--- config.mk ---
export PLATFORM = sky130hd
export DESIGN_NAME = fifo_queue_with_lcg_batch_fill_unit
export DESIGN_NICKNAME = d
export VERILOG_FILES = /design/src/rtl/fqlcg_pkg.sv /design/src/rtl/fqlcg_ram.sv /design/src/rtl/fqlcg_gen.sv /design/src/rtl/fifo_queue_with_lcg_batch_fill_unit.sv
export SDC_FILE = /design/constraint.sdc
export NUM_CORES = 2
export LEC_CHECK = 0
export BUFFER_PORTS_ARGS = -buffer_cell sky130_fd_sc_hd__buf_4
export CAP_MARGIN = 30
export CORE_ASPECT_RATIO = 1.75
export CORE_MARGIN = 2
export CORE_UTILIZATION = 40
export DETAILED_ROUTE_END_ITERATION = 10
export PLACE_DENSITY_LB_ADDON = 0.08
export SLEW_MARGIN = 20
export SYNTH_ARGS = -nofsm -noshare
export SYNTH_HDL_FRONTEND = slang
export SYNTH_SLANG_ARGS = --single-unit
--- constraint.sdc ---
create_clock -name clk -period 9.4 [get_ports clk]
set_input_delay 0.47 -clock clk [delete_from_list [all_inputs] [get_ports clk]]
set_output_delay 0.47 -clock clk [all_outputs]
set_load 0.05 [all_outputs]
--- src/rtl/fqlcg_pkg.sv ---
`timescale 1ns / 1ps
// ----------------------------------------------------------------------------
// fqlcg_pkg
// Shared types and constants for the FIFO queue with LCG batch fill.
// ----------------------------------------------------------------------------
package fqlcg_pkg;

  localparam int unsigned DEPTH_DEF = 64;

  localparam int unsigned WORD_W  = 32;
  localparam int unsigned COUNT_W = 8;
  localparam int unsigned OP_W    = 3;
  localparam int unsigned STAT_W  = 2;
  localparam int unsigned SEED_W  = 31;
  localparam int unsigned SPAN_W  = 33;
  localparam int unsigned BIT_W   = 5;

  // input tdata: value, batch_count, range_min, range_max, start_seed
  localparam int unsigned IN_DATA_W  = 136;
  localparam int unsigned VAL_LSB    = 0;
  localparam int unsigned CNT_LSB    = 32;
  localparam int unsigned MIN_LSB    = 40;
  localparam int unsigned MAX_LSB    = 72;
  localparam int unsigned SEED_LSB   = 104;
  // output tdata: word_out, empty_flag, words_added, zero fill
  localparam int unsigned OUT_DATA_W = 48;
  localparam int unsigned EMPTY_BIT  = 32;
  localparam int unsigned ADDED_LSB  = 33;

  localparam logic [31:0] LCG_MUL = 32'd1103515245;
  localparam logic [31:0] LCG_ADD = 32'd12345;

  typedef enum logic [OP_W-1:0] {
    OP_ENQ   = 3'd0,
    OP_BATCH = 3'd1,
    OP_DEQ   = 3'd2,
    OP_FRONT = 3'd3,
    OP_EMPTY = 3'd4,
    OP_CLEAR = 3'd5
  } op_t;

  typedef enum logic [STAT_W-1:0] {
    STAT_OK    = 2'd0,
    STAT_EMPTY = 2'd1,
    STAT_FULL  = 2'd2,
    STAT_RANGE = 2'd3
  } stat_t;

  typedef enum logic [2:0] {
    ST_IDLE,
    ST_READ,
    ST_STEP,
    ST_WAIT,
    ST_DONE
  } state_t;

  typedef struct packed {
    logic load;
    logic step;
  } gen_ctrl_t;

  typedef struct packed {
    logic              done;
    logic [WORD_W-1:0] word;
  } gen_stat_t;

endpackage

--- src/rtl/fqlcg_ram.sv ---
`timescale 1ns / 1ps
// ----------------------------------------------------------------------------
// fqlcg_ram
// Simple dual-port RAM, one write port, one read port, registered read.
// ----------------------------------------------------------------------------
module fqlcg_ram #(
  parameter int unsigned WIDTH = 32,
  parameter int unsigned DEPTH = 64,
  localparam int unsigned AW   = (DEPTH > 1) ? $clog2(DEPTH) : 1
) (
  input  logic             clk,
  input  logic             we,
  input  logic [AW-1:0]    waddr,
  input  logic [WIDTH-1:0] wdata,
  input  logic [AW-1:0]    raddr,
  output logic [WIDTH-1:0] rdata_r
);

  logic [WIDTH-1:0] mem [DEPTH];

  always_ff @(posedge clk) begin
    if (we) begin
      mem[waddr] <= wdata;
    end
    rdata_r <= mem[raddr];
  end

endmodule

--- src/rtl/fqlcg_gen.sv ---
`timescale 1ns / 1ps
// ----------------------------------------------------------------------------
// fqlcg_gen
// LCG word generator: a multiply step, then a bit-serial remainder
// of the 31-bit seed by the range span, one quotient bit per cycle.
// ----------------------------------------------------------------------------
module fqlcg_gen (
  input  logic                        clk,
  input  logic                        rst_n,
  input  fqlcg_pkg::gen_ctrl_t        ctrl,
  input  logic [fqlcg_pkg::WORD_W-1:0] range_min,
  input  logic [fqlcg_pkg::WORD_W-1:0] range_max,
  input  logic [fqlcg_pkg::WORD_W-1:0] start_seed,
  output fqlcg_pkg::gen_stat_t        stat
);
  import fqlcg_pkg::*;

  logic [SEED_W-1:0] seed_r, seed_nxt;
  logic [SEED_W-1:0] rem_r, rem_nxt;
  logic [SPAN_W-1:0] span_r, span_nxt;
  logic [WORD_W-1:0] lo_r, lo_nxt;
  logic [BIT_W-1:0]  bit_r, bit_nxt;
  logic              busy_r, busy_nxt;
  logic              done_r, done_nxt;

  logic [WORD_W-1:0] prod;
  logic [WORD_W-1:0] shifted;
  logic              ge;

  assign prod    = {1'b0, seed_r} * LCG_MUL + LCG_ADD;
  assign shifted = {rem_r, seed_r[bit_r]};
  assign ge      = {1'b0, shifted} >= span_r;

  always_comb begin
    seed_nxt = seed_r;
    rem_nxt  = rem_r;
    span_nxt = span_r;
    lo_nxt   = lo_r;
    bit_nxt  = bit_r;
    busy_nxt = busy_r;
    done_nxt = 1'b0;
    if (ctrl.load) begin
      seed_nxt = start_seed[SEED_W-1:0];
      lo_nxt   = range_min;
      // width of the span only; validity is checked by the caller
      span_nxt = SPAN_W'({range_max[WORD_W-1], range_max}
                         - {range_min[WORD_W-1], range_min} + 33'd1);
    end else if (ctrl.step) begin
      seed_nxt = prod[SEED_W-1:0];
      rem_nxt  = '0;
      bit_nxt  = BIT_W'(SEED_W - 1);
      busy_nxt = 1'b1;
    end else if (busy_r) begin
      rem_nxt = ge ? SEED_W'(shifted - span_r[WORD_W-1:0]) : SEED_W'(shifted);
      if (bit_r == '0) begin
        busy_nxt = 1'b0;
        done_nxt = 1'b1;
      end else begin
        bit_nxt = bit_r - BIT_W'(1);
      end
    end
  end

  always_ff @(posedge clk) begin
    if (!rst_n) begin
      busy_r <= 1'b0;
      done_r <= 1'b0;
    end else begin
      busy_r <= busy_nxt;
      done_r <= done_nxt;
    end
    seed_r <= seed_nxt;
    rem_r  <= rem_nxt;
    span_r <= span_nxt;
    lo_r   <= lo_nxt;
    bit_r  <= bit_nxt;
  end

  assign stat.done = done_r;
  assign stat.word = lo_r + {1'b0, rem_r};

endmodule

--- src/rtl/fifo_queue_with_lcg_batch_fill_unit.sv ---
`timescale 1ns / 1ps
// Steps: dequeue and front add one RAM read; batch runs the generator once per
//   stored word, with its 31-step bit-serial remainder each time, and stops
//   early on a full queue.
// Throughput: one transaction in flight; the next is taken once the result
//   sits in the output register.
// Reset: synchronous, active low; the queue comes up empty.
// ----------------------------------------------------------------------------
// fifo_queue_with_lcg_batch_fill_unit
// Ring-buffer FIFO of 32-bit words in a RAM, with LCG-driven batch fill.
// ----------------------------------------------------------------------------
module fifo_queue_with_lcg_batch_fill_unit #(
  parameter int unsigned DEPTH = fqlcg_pkg::DEPTH_DEF
) (
  input  logic                            clk,
  input  logic                            rst_n,
  input  logic                            in_tvalid,
  output logic                            in_tready,
  // value, batch_count, range_min, range_max, start_seed
  input  logic [fqlcg_pkg::IN_DATA_W-1:0]  in_tdata,
  // opcode
  input  logic [fqlcg_pkg::OP_W-1:0]       in_tuser,
  output logic                            out_tvalid,
  input  logic                            out_tready,
  // word_out, empty_flag, words_added, zero fill
  output logic [fqlcg_pkg::OUT_DATA_W-1:0] out_tdata,
  // status
  output logic [fqlcg_pkg::STAT_W-1:0]     out_tuser
);
  import fqlcg_pkg::*;

  localparam int unsigned AW    = (DEPTH > 1) ? $clog2(DEPTH) : 1;
  localparam int unsigned OCC_W = $clog2(DEPTH + 1);

  state_t            state_r, state_nxt;
  logic [AW-1:0]     head_r, head_nxt;
  logic [AW-1:0]     tail_r, tail_nxt;
  logic [OCC_W-1:0]  occ_r, occ_nxt;
  logic              pop_r, pop_nxt;
  logic [COUNT_W-1:0] remain_r, remain_nxt;
  stat_t             status_r, status_nxt;
  logic [WORD_W-1:0] word_r, word_nxt;
  logic [COUNT_W-1:0] added_r, added_nxt;
  logic              out_tvalid_r, out_tvalid_nxt;
  logic [OUT_DATA_W-1:0] out_tdata_r, out_tdata_nxt;
  logic [STAT_W-1:0] out_tuser_r, out_tuser_nxt;

  logic              ram_we;
  logic [WORD_W-1:0] ram_wdata;
  logic [WORD_W-1:0] ram_rdata;
  gen_ctrl_t         gen_ctrl;
  gen_stat_t         gen_stat;

  op_t               in_op;
  logic [WORD_W-1:0] in_value, in_min, in_max, in_seed;
  logic [COUNT_W-1:0] in_count;
  logic              full;

  assign in_op    = op_t'(in_tuser);
  assign in_value = in_tdata[VAL_LSB +: WORD_W];
  assign in_count = in_tdata[CNT_LSB +: COUNT_W];
  assign in_min   = in_tdata[MIN_LSB +: WORD_W];
  assign in_max   = in_tdata[MAX_LSB +: WORD_W];
  assign in_seed  = in_tdata[SEED_LSB +: WORD_W];
  assign full     = (occ_r == OCC_W'(DEPTH));

  function automatic logic [AW-1:0] wrap_inc(input logic [AW-1:0] idx);
    return (idx == AW'(DEPTH - 1)) ? '0 : idx + AW'(1);
  endfunction

  fqlcg_ram #(
    .WIDTH (WORD_W),
    .DEPTH (DEPTH)
  ) u_ram (
    .clk     (clk),
    .we      (ram_we),
    .waddr   (tail_r),
    .wdata   (ram_wdata),
    .raddr   (head_r),
    .rdata_r (ram_rdata)
  );

  fqlcg_gen u_gen (
    .clk        (clk),
    .rst_n      (rst_n),
    .ctrl       (gen_ctrl),
    .range_min  (in_min),
    .range_max  (in_max),
    .start_seed (in_seed),
    .stat       (gen_stat)
  );

  assign in_tready = (state_r == ST_IDLE);

  always_comb begin
    state_nxt      = state_r;
    head_nxt       = head_r;
    tail_nxt       = tail_r;
    occ_nxt        = occ_r;
    pop_nxt        = pop_r;
    remain_nxt     = remain_r;
    status_nxt     = status_r;
    word_nxt       = word_r;
    added_nxt      = added_r;
    out_tvalid_nxt = out_tvalid_r && !out_tready;
    out_tdata_nxt  = out_tdata_r;
    out_tuser_nxt  = out_tuser_r;
    ram_we         = 1'b0;
    ram_wdata      = gen_stat.word;
    gen_ctrl       = '0;

    case (state_r)
      ST_IDLE: begin
        if (in_tvalid) begin
          status_nxt = STAT_OK;
          word_nxt   = '0;
          added_nxt  = '0;
          state_nxt  = ST_DONE;
          case (in_op)
            OP_ENQ: begin
              if (full) begin
                status_nxt = STAT_FULL;
              end else begin
                ram_we    = 1'b1;
                ram_wdata = in_value;
                tail_nxt  = wrap_inc(tail_r);
                occ_nxt   = occ_r + OCC_W'(1);
                added_nxt = COUNT_W'(1);
              end
            end
            OP_BATCH: begin
              gen_ctrl.load = 1'b1;
              remain_nxt    = in_count;
              if ($signed(in_max) < $signed(in_min)) begin
                status_nxt = STAT_RANGE;
              end else if (in_count != '0) begin
                state_nxt = ST_STEP;
              end
            end
            OP_DEQ, OP_FRONT: begin
              pop_nxt = (in_op == OP_DEQ);
              if (occ_r == '0) begin
                status_nxt = STAT_EMPTY;
                word_nxt   = '1;
              end else begin
                state_nxt = ST_READ;
              end
            end
            OP_CLEAR: begin
              head_nxt = '0;
              tail_nxt = '0;
              occ_nxt  = '0;
            end
            default: ;
          endcase
        end
      end
      ST_READ: begin
        word_nxt = ram_rdata;
        if (pop_r) begin
          head_nxt = wrap_inc(head_r);
          occ_nxt  = occ_r - OCC_W'(1);
        end
        state_nxt = ST_DONE;
      end
      ST_STEP: begin
        if (full) begin
          status_nxt = STAT_FULL;
          state_nxt  = ST_DONE;
        end else begin
          gen_ctrl.step = 1'b1;
          state_nxt     = ST_WAIT;
        end
      end
      ST_WAIT: begin
        if (gen_stat.done) begin
          ram_we     = 1'b1;
          tail_nxt   = wrap_inc(tail_r);
          occ_nxt    = occ_r + OCC_W'(1);
          added_nxt  = added_r + COUNT_W'(1);
          remain_nxt = remain_r - COUNT_W'(1);
          state_nxt  = (remain_r == COUNT_W'(1)) ? ST_DONE : ST_STEP;
        end
      end
      ST_DONE: begin
        if (!out_tvalid_r || out_tready) begin
          out_tvalid_nxt = 1'b1;
          out_tdata_nxt  = {(OUT_DATA_W - WORD_W - 1 - COUNT_W)'(0), added_r,
                            (occ_r == '0), word_r};
          out_tuser_nxt  = status_r;
          state_nxt      = ST_IDLE;
        end
      end
      default: state_nxt = ST_IDLE;
    endcase
  end

  always_ff @(posedge clk) begin
    if (!rst_n) begin
      state_r      <= ST_IDLE;
      head_r       <= '0;
      tail_r       <= '0;
      occ_r        <= '0;
      out_tvalid_r <= 1'b0;
    end else begin
      state_r      <= state_nxt;
      head_r       <= head_nxt;
      tail_r       <= tail_nxt;
      occ_r        <= occ_nxt;
      out_tvalid_r <= out_tvalid_nxt;
    end
    pop_r       <= pop_nxt;
    remain_r    <= remain_nxt;
    status_r    <= status_nxt;
    word_r      <= word_nxt;
    added_r     <= added_nxt;
    out_tdata_r <= out_tdata_nxt;
    out_tuser_r <= out_tuser_nxt;
  end

  assign out_tvalid = out_tvalid_r;
  assign out_tdata  = out_tdata_r;
  assign out_tuser  = out_tuser_r;

endmodule

==> impl_metrics.json <==
{
  "rsz0062_at_grt": "no",
  "yosys-mux-area-fraction": 0.150,
  "synth_top_family_by_area": "multiplexers",
  "drive_gt1_frac": 0.235,
  "clock-sinks": 2331,
  "worst_slew_pin_slew_ps": 1020,
  "hold_slack_ps": 81.6,
  "fillers": 22200,
  "hold_class": "in -> reg",
  "vias": 52900,
  "synth_simple_gate_area_frac": 0.0289,
  "grt_pass1_vias": 56700,
  "yosysWarnings": 0,
  "grt_usage": 0.219,
  "hold_violations": 0,
  "core-area_um2": 258000,
  "status": "completed",
  "yosys.area.top_type": "edfxtp_1",
  "final_util": 0.456,
  "post_cts_buffers": 0,
  "r2r_end": "u_gen.seed_r[29]$_DFFE_PP_",
  "end_kind": "flip-flop",
  "r2r.worst_path.cells": 25,
  "port_buffers": 186,
  "synth-seq-cells": 2331,
  "grt_pass1_wl_um": 412000,
  "crit_path_start_kind": "flip-flop",
  "critPathKind": "reg -> reg",
  "reg2reg_slack_ps": 1770,
  "die-area_um2": 263000,
  "htreeDepth": 4,
  "synth_edf_count": 2274,
  "pin_count": 195,
  "grt_max_degree": 122,
  "synth_xor_area_frac": 0.0124,
  "hold_start": "in_tdata[116]",
  "first_pass_iters": 8,
  "vias_per_cell": 5.54,
  "finalWirelength_um": 289000,
  "grt_overflow": 0,
  "timing.rr.start": "u_gen.seed_r[6]$_DFFE_PP_",
  "synthAdderAreaFrac": 0.0779,
  "synth_area_leaders": "edfxtp_1 (66%), mux4_2 (15%), ha_1 (4.0%), fa_1 (3.8%), inv_1 (1.9%)",
  "synthToLayoutAreaGrowth_pct": 13.7,
  "critPathArrivalTime_ps": 8210,
  "drt_iter0_drc": 4608,
  "ys.flop_type": "edfxtp_1",
  "cp.required_ps": 9980,
  "synth_compound_area_frac": 0.0313,
  "cp_max_fo": 10,
  "clock_path_buffers": 4,
  "tritoncts": "built",
  "setup_tns_ps": 0,
  "yosysSeqAreaShare": 0.670,
  "wire_per_inst_um": 30.2,
  "hpwl_um": 178000,
  "mappedNetlistArea_um2": 104000,
  "setup_viol": 0,
  "slew_viol_final": 0,
  "postRouteAntennaNets": 0,
  "rows": 247,
  "crit_start": "u_gen.seed_r[6]$_DFFE_PP_",
  "skew_ps": 79.0,
  "initial_core_util": 0.401,
  "antenna_found_initial": 9,
  "gp_congestion": 0.834,
  "cts_inserted_buffers": 221,
  "synth_cell_type_count": 95,
  "yosysTopAreaCellShare": 0.659,
  "route.detailed.drc": 0,
  "max-cap-violations": 0,
  "fmax_mhz": 131,
  "async_flop_share": 0,
  "cts-root-buf": "clkbuf_16",
  "die_w_um": 389,
  "crit_path_end": "u_gen.seed_r[29]$_DFFE_PP_",
  "final_nets": 6680,
  "synth_cells": 5603,
  "clk_pin_slew_ps": 70,
  "insertion_delay_ps": 880,
  "avgSynthCellArea_um2": 18.5,
  "period_share": 0.812,
  "dieHeight_um": 677,
  "post-route-min-period_ps": 7630,
  "slew_headroom": 0.321
}
logic make-up after synthesis:
kind of cell | Yosys count
AOI/OAI and AO/OA | 502
xor gates and xnor gates | 147
adders and majority gates | 528
buffers and inverters | 746
DFF | 2331
muxes | 718
other | 1
and+or+nand+nor | 630
stage by stage:
stage          cell area [um2]  worst slack [ps]  cells
6_report                118000              1770   9545
3_3_place_gp            110000              1850   9079
5_1_grt                 118000              1420   9544
4_1_cts                 118000              1790   9541
2_1_floorplan           104000              2770   5609
3_5_place_dp            110000              1850   9083
per-layer routing:
metal	up-vias	share of wire	GRT usage
li1	22700	-	-
met1	28600	0.38	0.263
met2	1173	0.55	0.414
met3	401	0.034	0.0200
met4	2	0.030	0.0639
met5	-	0.000062	0
how the worst min path moves through the flow:
stage                                 endpoint  slack (ps)  depth (start not counted)
floorplan               out_tdata[0]$_DFFE_PP_         400                          0
global placement       out_tdata[13]$_DFFE_PP_         400                          0
detailed placement     out_tdata[16]$_DFFE_PP_         400                          0
CTS                 u_gen.seed_r[18]$_DFFE_PP_           3                          3
global route        u_gen.seed_r[18]$_DFFE_PP_          30                          3
finish              u_gen.seed_r[12]$_DFFE_PP_          80                          3
timing repair:
item | 4_1_cts | 5_1_grt
hold buffers | 62 | 0
gates resized for setup | 0 | 0
hold endpoints to repair | 74 | 0
sequential cells by signal (all words and copies together), names as in the netlist, 2 cells and up:
signal and count:
u_ram.mem 2048, out_tdata 41, u_gen.span_r 33, u_gen.lo_r 32, u_ram.rdata_r 32, word_r 32, u_gen.rem_r 31, u_gen.seed_r 31
added_r 8, remain_r 8, occ_r 7, head_r 6, tail_r 6, u_gen.bit_r 5, state_r 3, out_tuser 2
status_r 2
cell usage after synthesis (all sizes together), types with 5 or more instances:
cell type and number:
nand4 17, or3 17, a31o 5, mux2i 35
edfxtp 2274, a21oi 150, buf 108, nor4 7
or3b 6, a21boi 5, mux2 14, o211ai 9
nand3 50, inv 528, o21ai 116, nand3b 9
xor2 56, nor2b 29, ha 333, nor3 39
a31oi 14, nor2 210, xnor2 91, a21o 69
dfxtp 57, mux4 669, a211oi 25, nand2 155
clkbuf 110, and2 16, and3 18, o31ai 16
nor3b 5, nand2b 29, fa 195, o21a 21
or2 9, a221oi 7, o21bai 17
area by class of cell:
class,count,area [um2],area share
multi-input combinational,2532,32100,0.272
sequential,2331,69400,0.590
clock buffer,294,5930,0.0503
antenna,2,5.00,0.0000425
tap,3361,4210,0.0357
clock inverter,102,861,0.00731
timing repair buffer,395,3270,0.0277
inverter,528,1980,0.0168
layout by cell type (no fill, tap or decap), types with 82 or more instances in the layout:
cell type,count
clkbuf_16,222
fa_1,195
nor2_1,144
mux4_2,669
inv_1,527
edfxtp_1,2274
buf_4,320
ha_1,333
xnor2_1,91
o21ai_0,82
nand2_1,153
a21oi_1,133
worst max-delay path, cell delays in order (launching register included):
cell and delay [ps]:
edfxtp_1 680, ha_1 560, xor2_1 300, ha_1 220, a21oi_1 70, fa_1 540
fa_1 510, inv_1 60, fa_1 510, inv_1 60, fa_1 530, inv_1 50
fa_1 490, inv_1 50, fa_1 470, inv_1 40, ha_1 350, a21o_1 210
a21o_1 170, a211oi_1 330, a2bb2oi_1 250, o211a_1 220, o21ai_0 110, a31oi_1 280
xor2_1 160, o21ai_0 90
Power is left out: the tool's default activity adds up to more than one toggle a clock period on the data nets, which glitch-free logic cannot reach.
